<file path="config.mk">
export PLATFORM = sky130hd
export DESIGN_NAME = crc32c_masked_field_checker_top
export DESIGN_NICKNAME = d
export VERILOG_FILES = /design/src/hw/rtl/cmfc_pkg.sv /design/src/hw/rtl/cmfc_csr.sv /design/src/hw/rtl/cmfc_in_stage.sv /design/src/hw/rtl/cmfc_core.sv /design/src/hw/rtl/cmfc_out_stage.sv /design/src/hw/rtl/crc32c_masked_field_checker_top.sv
export SDC_FILE = /design/constraint.sdc
export NUM_CORES = 1
export LEC_CHECK = 0
export BUFFER_PORTS_ARGS = -buffer_cell sky130_fd_sc_hd__buf_2
export CAP_MARGIN = 20
export CORE_MARGIN = 10
export CORE_UTILIZATION = 50
export CTS_CLUSTER_SIZE = 24
export DETAILED_ROUTE_END_ITERATION = 8
export PLACE_DENSITY = 0.71
export SKIP_CTS_REPAIR_TIMING = 1
export SLEW_MARGIN = 20
export SYNTH_ARGS = -nofsm -noshare
export SYNTH_HDL_FRONTEND = slang
export SYNTH_HIERARCHICAL = 1
export SYNTH_SLANG_ARGS = --single-unit
</file>
<file path="constraint.sdc">
create_clock -name clock -period 12.6 [get_ports clock]
set_input_delay 2.52 -clock clock [delete_from_list [all_inputs] [get_ports clock]]
set_output_delay 2.52 -clock clock [all_outputs]
set_load 0.01 [all_outputs]
</file>
<file path="src/hw/rtl/cmfc_pkg.sv">
package cmfc_pkg;

   // Field widths
   localparam int DATA_W      = 8;
   localparam int CRC_W       = 32;
   localparam int CK_OFFSET_W = 12;
   localparam int CSR_ADDR_W  = 3;
   localparam int CSR_DATA_W  = 32;

   // CRC32C, reflected form
   localparam logic [CRC_W-1:0] CRC_POLY = 32'h82F6_3B78;
   localparam logic [CRC_W-1:0] CRC_INIT = 32'hFFFF_FFFF;

   // Checksum field is four bytes wide
   localparam int FIELD_BYTES = 4;
   localparam int LANE_W      = $clog2(FIELD_BYTES);

   // Default structure size limit for the position counter
   localparam int MAX_STRUCT_BYTES_DEF = 4096;

   // Register map (word index taken from paddr[2])
   localparam logic [CK_OFFSET_W-1:0] CK_OFFSET_RESET = 12'd252;
   localparam logic                   REG_CK_OFFSET   = 1'b0;

   typedef struct packed {
      logic [DATA_W-1:0] data_byte;
      logic              first_byte;
      logic              last_byte;
   } req_item_type;

   typedef struct packed {
      logic [CRC_W-1:0] crc_value;
      logic [CRC_W-1:0] stored_value;
      logic             checksum_match;
   } rsp_item_type;

   // Per-cycle step control from the top to the core and result stage
   typedef struct packed {
      logic fire;  // input stage hands its item to the core this cycle
      logic emit;  // that item is a last byte and loads the result register
   } step_ctl_type;

   // One byte of reflected CRC32C, eight shift steps
   function automatic logic [CRC_W-1:0] crc_byte_step(input logic [CRC_W-1:0] crc,
                                                      input logic [DATA_W-1:0] data);
      logic [CRC_W-1:0] c;
      c = crc ^ {{(CRC_W-DATA_W){1'b0}}, data};
      for (int k = 0; k < DATA_W; k++) begin
         if (c[0]) begin
            c = (c >> 1) ^ CRC_POLY;
         end else begin
            c = c >> 1;
         end
      end
      return c;
   endfunction

endpackage

</file>
<file path="src/hw/rtl/cmfc_csr.sv">
module cmfc_csr (
   input  logic                                clock,
   input  logic                                reset,
   input  logic                                psel,
   input  logic                                penable,
   input  logic                                pwrite,
   input  logic [cmfc_pkg::CSR_ADDR_W-1:0]     paddr,
   input  logic [cmfc_pkg::CSR_DATA_W-1:0]     pwdata,
   output logic [cmfc_pkg::CSR_DATA_W-1:0]     prdata,
   output logic                                pready,
   output logic [cmfc_pkg::CK_OFFSET_W-1:0]    ck_offset
);

   logic [cmfc_pkg::CK_OFFSET_W-1:0] ck_offset_ff;
   logic [cmfc_pkg::CK_OFFSET_W-1:0] ck_offset_in;
   logic                             sel_ck_offset;

   assign sel_ck_offset = (paddr[2] == cmfc_pkg::REG_CK_OFFSET);

   // Write in the access phase
   always_comb begin
      ck_offset_in = ck_offset_ff;
      if (psel && penable && pwrite && sel_ck_offset) begin
         ck_offset_in = pwdata[cmfc_pkg::CK_OFFSET_W-1:0];
      end
   end

   always_ff @(posedge clock) begin
      if (reset) begin
         ck_offset_ff <= cmfc_pkg::CK_OFFSET_RESET;
      end else begin
         ck_offset_ff <= ck_offset_in;
      end
   end

   // Read back; unmapped word reads zero
   assign prdata = sel_ck_offset ?
                   {{(cmfc_pkg::CSR_DATA_W-cmfc_pkg::CK_OFFSET_W){1'b0}}, ck_offset_ff} :
                   '0;
   assign pready    = 1'b1;
   assign ck_offset = ck_offset_ff;

endmodule

</file>
<file path="src/hw/rtl/cmfc_in_stage.sv">
module cmfc_in_stage (
   input  logic                  clock,
   input  logic                  reset,
   input  logic                  req_valid,
   output logic                  req_ready,
   input  cmfc_pkg::req_item_type req_data,
   input  logic                  fire,
   output logic                  item_valid,
   output cmfc_pkg::req_item_type item
);

   logic                   valid_ff;
   logic                   valid_in;
   cmfc_pkg::req_item_type item_ff;
   logic                   accept;

   // Slot frees up in the same cycle the core takes the held item
   assign req_ready = !valid_ff || fire;
   assign accept    = req_valid && req_ready;

   always_comb begin
      valid_in = valid_ff;
      if (accept) begin
         valid_in = 1'b1;
      end else if (fire) begin
         valid_in = 1'b0;
      end
   end

   always_ff @(posedge clock) begin
      if (reset) begin
         valid_ff <= 1'b0;
      end else begin
         valid_ff <= valid_in;
      end
   end

   always_ff @(posedge clock) begin
      if (accept) begin
         item_ff <= req_data;
      end
   end

   assign item_valid = valid_ff;
   assign item       = item_ff;

endmodule

</file>
<file path="src/hw/rtl/cmfc_core.sv">
module cmfc_core #(
   parameter int MAX_STRUCT_BYTES = cmfc_pkg::MAX_STRUCT_BYTES_DEF
) (
   input  logic                             clock,
   input  logic                             reset,
   input  cmfc_pkg::step_ctl_type           ctl,
   input  cmfc_pkg::req_item_type           item,
   input  logic [cmfc_pkg::CK_OFFSET_W-1:0] ck_offset,
   output cmfc_pkg::rsp_item_type           result
);

   localparam int PW = $clog2(MAX_STRUCT_BYTES);
   localparam int CW = ((PW > cmfc_pkg::CK_OFFSET_W) ? PW : cmfc_pkg::CK_OFFSET_W) + 1;
   localparam logic [PW-1:0] POS_MAX = PW'(MAX_STRUCT_BYTES - 1);

   logic [cmfc_pkg::CRC_W-1:0] crc_ff, crc_in;
   logic [PW-1:0]              pos_ff, pos_in;
   logic [cmfc_pkg::CRC_W-1:0] cap_ff, cap_in;

   logic [cmfc_pkg::CRC_W-1:0]  crc_base, crc_next, cap_base, cap_new;
   logic [PW-1:0]               pos_eff, pos_inc;
   logic [CW-1:0]               pos_w, off_w, rel_w;
   logic                        in_field;
   logic [cmfc_pkg::LANE_W-1:0] lane;
   logic [cmfc_pkg::DATA_W-1:0] fed;

   // A first mark restarts the structure before this byte
   assign crc_base = item.first_byte ? cmfc_pkg::CRC_INIT : crc_ff;
   assign cap_base = item.first_byte ? '0 : cap_ff;
   assign pos_eff  = item.first_byte ? '0 : pos_ff;

   // Checksum window, compared without wrap
   assign pos_w    = CW'(pos_eff);
   assign off_w    = CW'(ck_offset);
   assign rel_w    = pos_w - off_w;
   assign in_field = (pos_w >= off_w) && (pos_w < off_w + CW'(cmfc_pkg::FIELD_BYTES));
   assign lane     = rel_w[cmfc_pkg::LANE_W-1:0];

   // Capture the field byte little-endian
   always_comb begin
      cap_new = cap_base;
      if (in_field) begin
         unique case (lane)
            2'd0: cap_new[7:0]   = item.data_byte;
            2'd1: cap_new[15:8]  = item.data_byte;
            2'd2: cap_new[23:16] = item.data_byte;
            2'd3: cap_new[31:24] = item.data_byte;
            default: cap_new = cap_base;
         endcase
      end
   end

   assign fed      = in_field ? '0 : item.data_byte;
   assign crc_next = cmfc_pkg::crc_byte_step(crc_base, fed);
   assign pos_inc  = (pos_eff < POS_MAX) ? pos_eff + PW'(1) : pos_eff;

   // State update; a last byte returns to start values
   always_comb begin
      crc_in = crc_ff;
      pos_in = pos_ff;
      cap_in = cap_ff;
      if (ctl.fire) begin
         if (item.last_byte) begin
            crc_in = cmfc_pkg::CRC_INIT;
            pos_in = '0;
            cap_in = '0;
         end else begin
            crc_in = crc_next;
            pos_in = pos_inc;
            cap_in = cap_new;
         end
      end
   end

   always_ff @(posedge clock) begin
      if (reset) begin
         crc_ff <= cmfc_pkg::CRC_INIT;
         pos_ff <= '0;
         cap_ff <= '0;
      end else begin
         crc_ff <= crc_in;
         pos_ff <= pos_in;
         cap_ff <= cap_in;
      end
   end

   // Final result for a last byte
   assign result.crc_value      = ~crc_next;
   assign result.stored_value   = cap_new;
   assign result.checksum_match = (~crc_next == cap_new);

endmodule

</file>
<file path="src/hw/rtl/cmfc_out_stage.sv">
module cmfc_out_stage (
   input  logic                   clock,
   input  logic                   reset,
   input  cmfc_pkg::step_ctl_type ctl,
   input  cmfc_pkg::rsp_item_type result,
   output logic                   rsp_valid,
   input  logic                   rsp_ready,
   output cmfc_pkg::rsp_item_type rsp_data
);

   logic                   valid_ff;
   logic                   valid_in;
   cmfc_pkg::rsp_item_type data_ff;

   // Emit is only raised when the register is free or being drained
   always_comb begin
      valid_in = valid_ff;
      if (ctl.emit) begin
         valid_in = 1'b1;
      end else if (rsp_ready) begin
         valid_in = 1'b0;
      end
   end

   always_ff @(posedge clock) begin
      if (reset) begin
         valid_ff <= 1'b0;
      end else begin
         valid_ff <= valid_in;
      end
   end

   always_ff @(posedge clock) begin
      if (ctl.emit) begin
         data_ff <= result;
      end
   end

   assign rsp_valid = valid_ff;
   assign rsp_data  = data_ff;

endmodule

</file>
<file path="src/hw/rtl/crc32c_masked_field_checker_top.sv">
// CRC32C checker for a metadata structure with an embedded checksum field.
// Input channel (req_): one byte per item with first/last marks. A first
// mark restarts the CRC, byte position and captured field; after a last
// byte the block also restarts on its own.
// The four bytes at ck_offset enter the CRC as zero and are captured
// little-endian as the stored checksum.
// Result channel (rsp_): one item per last byte with the inverted CRC, the
// stored value and a match flag. Non-last bytes give no result.
// Throughput: one byte per cycle unless a last byte waits on a held result.
// An accepted byte sits in the input register, the CRC byte update is
// combinational, and a last byte then loads the result register.
// When rsp_ready is low the result register holds; bytes that are not last
// keep flowing, and a following last byte waits in the input register,
// which drops req_ready until the result is taken.
// Reset: synchronous; CRC state restarts, ck_offset returns to 252, both
// channels go empty. The user must write configuration (APB, pready always
// high) only while no structure is in flight; the block does not check it.
module crc32c_masked_field_checker_top #(
   parameter int MAX_STRUCT_BYTES = cmfc_pkg::MAX_STRUCT_BYTES_DEF
) (
   input  logic                            clock,
   input  logic                            reset,
   input  logic                            req_valid,
   output logic                            req_ready,
   input  cmfc_pkg::req_item_type          req_data,
   output logic                            rsp_valid,
   input  logic                            rsp_ready,
   output cmfc_pkg::rsp_item_type          rsp_data,
   input  logic                            psel,
   input  logic                            penable,
   input  logic                            pwrite,
   input  logic [cmfc_pkg::CSR_ADDR_W-1:0] paddr,
   input  logic [cmfc_pkg::CSR_DATA_W-1:0] pwdata,
   output logic [cmfc_pkg::CSR_DATA_W-1:0] prdata,
   output logic                            pready
);

   logic [cmfc_pkg::CK_OFFSET_W-1:0] ck_offset;
   logic                             item_valid;
   cmfc_pkg::req_item_type           item;
   cmfc_pkg::rsp_item_type           result;
   cmfc_pkg::step_ctl_type           ctl;

   cmfc_csr u_csr (
      .clock     (clock),
      .reset     (reset),
      .psel      (psel),
      .penable   (penable),
      .pwrite    (pwrite),
      .paddr     (paddr),
      .pwdata    (pwdata),
      .prdata    (prdata),
      .pready    (pready),
      .ck_offset (ck_offset)
   );

   cmfc_in_stage u_in_stage (
      .clock      (clock),
      .reset      (reset),
      .req_valid  (req_valid),
      .req_ready  (req_ready),
      .req_data   (req_data),
      .fire       (ctl.fire),
      .item_valid (item_valid),
      .item       (item)
   );

   // Held item advances unless it is a last byte and the result register is stuck
   assign ctl.fire = item_valid && (!item.last_byte || !rsp_valid || rsp_ready);
   assign ctl.emit = ctl.fire && item.last_byte;

   cmfc_core #(
      .MAX_STRUCT_BYTES (MAX_STRUCT_BYTES)
   ) u_core (
      .clock     (clock),
      .reset     (reset),
      .ctl       (ctl),
      .item      (item),
      .ck_offset (ck_offset),
      .result    (result)
   );

   cmfc_out_stage u_out_stage (
      .clock     (clock),
      .reset     (reset),
      .ctl       (ctl),
      .result    (result),
      .rsp_valid (rsp_valid),
      .rsp_ready (rsp_ready),
      .rsp_data  (rsp_data)
   );

endmodule

</file>
After elaboration in Yosys (flattened, before gate mapping)
Index checks and enable logic that the tools add are counted.
{ "classes": {"n_eq_ne": 4, "reduce_logical": 16, "mul": 0, "div_mod_pow": 0, "shift": 0, "n_bitwise": 11, "muxes": 26, "add_sub_neg": 3, "n_lt_le_gt_ge": 3} }
{ "op_table": {"columns": ["op", "n"], "rows": [
  ["2-to-1 mux 32 bit", 13],
  ["NOT 16 -> 17 bit", 8],
  ["2-to-1 mux 12 bit", 4],
  ["2-to-1 mux 8 bit", 5],
  ["== test 32 bit", 1],
  ["NOT 32 bit", 1],
  ["XOR 32 x 8 -> 32 bit", 1],
  ["adder 12 x 3 -> 13 bit (second input constant)", 1],
  ["< comparator 12 x 13 -> 1 bit", 1],
  ["adder 12 x 1 -> 12 bit (second input constant)", 1],
  [">= comparator 12 bit", 1],
  ["< comparator 12 bit (second input constant)", 1],
  ["logical AND 1 bit", 7],
  ["== test 2 bit (second input constant)", 2],
  ["2-to-1 mux 1 bit", 4],
  ["nonzero test 2 bit", 2],
  ["logical NOT 1 bit", 3],
  ["logical OR 1 bit", 3],
  ["== test 2 x 1 -> 1 bit (second input constant)", 1],
  ["logical NOT 2 bit", 1],
  ["subtractor 2 bit", 1],
  ["NOT 1 bit", 1]
]} }
{ "word_totals": {"word_cells": 75, "n_memories": 0, "reg_bits": 165, "in_bits": 52, "latch_bits": 0, "rom_bits": 0, "ramBits": 0, "output_inout_bits": 100} }

Longest topological paths before layout
{ "logic_depth": {"word_depth": 23, "mapped_depth": 23, "depth_no_buf": 17} }

Modules after synthesis
Netlist, hierarchy kept.
{ "modules_own_cells": {"columns": ["mod", "seq_area_each_um2", "area_per_inst_um2", "n_inst", "cells_each"], "rows": [
  ["cmfc_core", 1521.5, 6947.9, 1, 879],
  ["cmfc_out_stage", 1971.9, 1990.7, 1, 69],
  ["cmfc_csr", 240.2, 778.2, 1, 89],
  ["cmfc_in_stage", 320.3, 355.3, 1, 15],
  ["crc32c_masked_field_checker_top", 0.0, 32.5, 1, 4]
]} }

Worst setup path before layout
OpenSTA, ideal clock, no wires.
{ "synth_timing": {"kind": "in2reg", "from": "in rsp_ready", "to": "reg u_out_stage.data_ff (netlist bit u_out_stage/rsp_data[0]) (enable)", "arrival_ps": 5298, "setup_slack_ps": 6812, "setup_time_ps": 490, "required_time_ps": 12110, "n_path_buf": 0, "stages": 2, "path_cell_list": "nor2b_4 > nor2_1"} }
{ "synth_lines": {"columns": ["element", "line_no", "rtl"], "rows": [
  ["start: declaration", "crc32c_masked_field_checker_top.sv:27", "input logic rsp_ready,"],
  ["end signal: assignment", "cmfc_out_stage.sv:35", "data_ff <= result;"],
  ["end: declaration", "cmfc_out_stage.sv:13", "cmfc_pkg::rsp_item_type data_ff;"]
]} }

==> flow_summary.ini <==
[synthesis]
synth_compound_area_share_pct = 11.3
synth_top_family_by_area = simple AND/OR/NAND/NOR gates
synth_mux_area_share_pct = 4.45
synth_top_area_share_pct = 22.3
synth.distinct_cells = 84
synth_seq_cells = 165
async_reset_ff_share_pct = 0
synth_fa_ha_area_share_pct = 3.17
yosysMostFrequentCell = nor2_1
synth_top_area_cell = edfxtp_1
synth_area_leaders = edfxtp_1, dfxtp_1, xnor2_1
synthFlopType = dfxtp_1
ys.warnings.count = 6
syn-cell-area_um2 = 10100
synth_edf_count = 75
ys_seq_area_share_pct = 40.1
syn_avg_cell_area_um2 = 9.57
ys_top_cells_by_count = nor2_1, xnor2_1, dfxtp_1
syn-instance-count = 1056
synth_xor_area_share_pct = 16.6
synth-simple-area-share_pct = 18.1

[timing]
min_period_ps = 5710
tightest_slew_ps = 1040
slew_viol_final = 0
rsz0062_at_grt = false
fin_tns_setup_ps = 0
skew_ps = 11.6
max_freq_mhz = 175
post-route-period-util_pct = 45.3
whs_ps = 485
max_slew_margin_pct = 30.8
setup_viol_count_final = 0
hold_violations = 0

[clock_network]
clkSlewWorstSetupHoldPaths_ps = 70
cts_max_level = 4
ctsRootBufferMaster = clkbuf_16
cts_buffers = 17
clk_latency_ps = 430
cts.path.max_buffers = 2
cts_tree = yes
cts_sinks = 165

[layout]
synthToLayoutAreaGrowth_pct = 11.2
drive_above_1_share_pct = 19.0
fillCellCount = 1767
fin_nets = 1201
antenna_cells = 0

[die]
core_um2 = 19700
dieHeight_um = 162
fp.dieW_um = 162
rows = 51
dieArea_um2 = 26300
start_util_pct = 51.4
ioPinCount = 152

[detailed_routing]
ant_nets = 0
vias_per_cell = 5.48
drtIter0Drc = 682
drc = 0
drt_wl_total_um = 26200
dr.pass1.iters = 5
wl_per_cell_um = 18.7
vias = 7676

[global_routing]
grt_max_degree = 103
antenna_found_initial = 0
grt_use_total_pct = 19.7
grt_pass1_wl_um = 41100
grt_pass1_vias = 7357
gr-total-overflow = 0

[setup_path]
crit_arrival_ps = 3190
crit_type = in -> out
cp-end-kind = primary output
cp_max_fo = 3
startpoint = rsp_ready
crit_required_ps = 10080
r2r_start = u_csr/ck_offset[2]$_SDFFE_PP1P_
worstSetupStartpointType = input port

[hold_path]
holdCritPathClass = reg -> reg
hold_start = u_core/pos_ff[5]$_SDFFE_PP0P_

[power_and_ir_drop]
vdd_drop_max_v = 0.000105
powerDensity_nw_per_um2 = 155
p_leak_uw = 0.00438

[flow_run]
max_cap_violations = 0

[placed_design]
place.port_buffers = 108
dp_hpwl_um = 18400
routabilityCongestion = 0.924

[status]
outcome = finished clean
==> cell usage in the layout, fill, tap and decap left out, types with 8 or more instances in the layout <==
master	netlist	final
a21oi_1	65	65
a22oi_1	33	33
and3_1	9	9
buf_2	13	108
buf_4	23	8
clkbuf_16	0	17
conb_1	2	21
dfxtp_1	90	90
edfxtp_1	75	75
ha_1	24	24
inv_1	35	35
mux2_2	17	17
mux2i_1	22	22
nand2_1	27	27
nand2b_1	35	35
nand3_1	16	16
nor2_1	143	141
nor2b_1	41	41
nor3_1	14	14
o21ai_0	18	18
o22ai_1	10	10
or2_2	23	23
xnor2_1	130	130
xor2_1	40	40
==> state kept, by name (all words and copies together) (netlist names) <==
name	count
u_core/cap_ff	32
u_core/crc_ff	32
u_core/pos_ff	12
u_csr/ck_offset	12
u_in_stage/item	10
u_in_stage/item_valid	1
u_out_stage/rsp_data	65
u_out_stage/rsp_valid	1
==> kinds of logic (layout without fill, tap and decap cells) <==
family          count (synthesis)  in the layout
simple gates                  348            348
xor+xnor                      178            178
compound gates                176            176
flops                         165            165
buf+inv                       121            183
mux                            41             41
fa+ha+maj                      25             25
other cells                     2             21
==> worst paths after layout <==
kind	cells past startpoint	slack, ps	to
worst max-delay path	5	6890	req_ready
worst min-delay path	2	480	u_core/pos_ff[5]$_SDFFE_PP0P_
worst max register to register	16	7080	u_out_stage/rsp_data[0]$_DFFE_PP_
worst min register to register	2	480	u_core/pos_ff[5]$_SDFFE_PP0P_
==> area by class of cell <==
type	count	area, um^2	share of cell area, %
multi-input cells	789	5520	49.1
flip-flops and latches	165	4050	36.1
repair buffers	116	601	5.34
clock buffers	17	425	3.78
well taps	265	332	2.95
clock inverters	15	178	1.58
inverters	35	131	1.17
==> stage by stage <==
step | area [um^2] | total power [uW] | worst slack, ps | util (%) | std cells
6_report | 11200 | 1740 | 6890 | 57.2 | 1402
4_1_cts | 11200 | 1740 | 6880 | 57.2 | 1402
3_3_place_gp | 10600 | 1200 | 6890 | 54.1 | 1370
5_1_grt | 11200 | 1810 | 6780 | 57.2 | 1402
2_1_floorplan | 10200 | 1060 | 6810 | - | 1075
3_5_place_dp | 10600 | 1200 | 6890 | 54.1 | 1370
==> critical path: stages <==
cell and delay, ps:
buf_2 120, nor2b_4 160, a21boi_4 70, nand2b_4 180, buf_2 140
==> where the power goes <==
part,internal (uW),leakage [uW],switching (uW)
Combinational,224,0.00265,337
Sequential,612,0.00144,31.2
Clock,286,0.000298,248
Total,1120,0.00438,617
==> per-layer routing <==
metal	GRT usage [%]	up-vias	routed length, um
met2	31.9	302	12400
met1	25.6	3642	11300
met5	0	-	0
li1	-	3702	-
met3	4.68	30	2040
met4	5.62	0	441
Note: power is estimated with default switching activity, not from simulation.
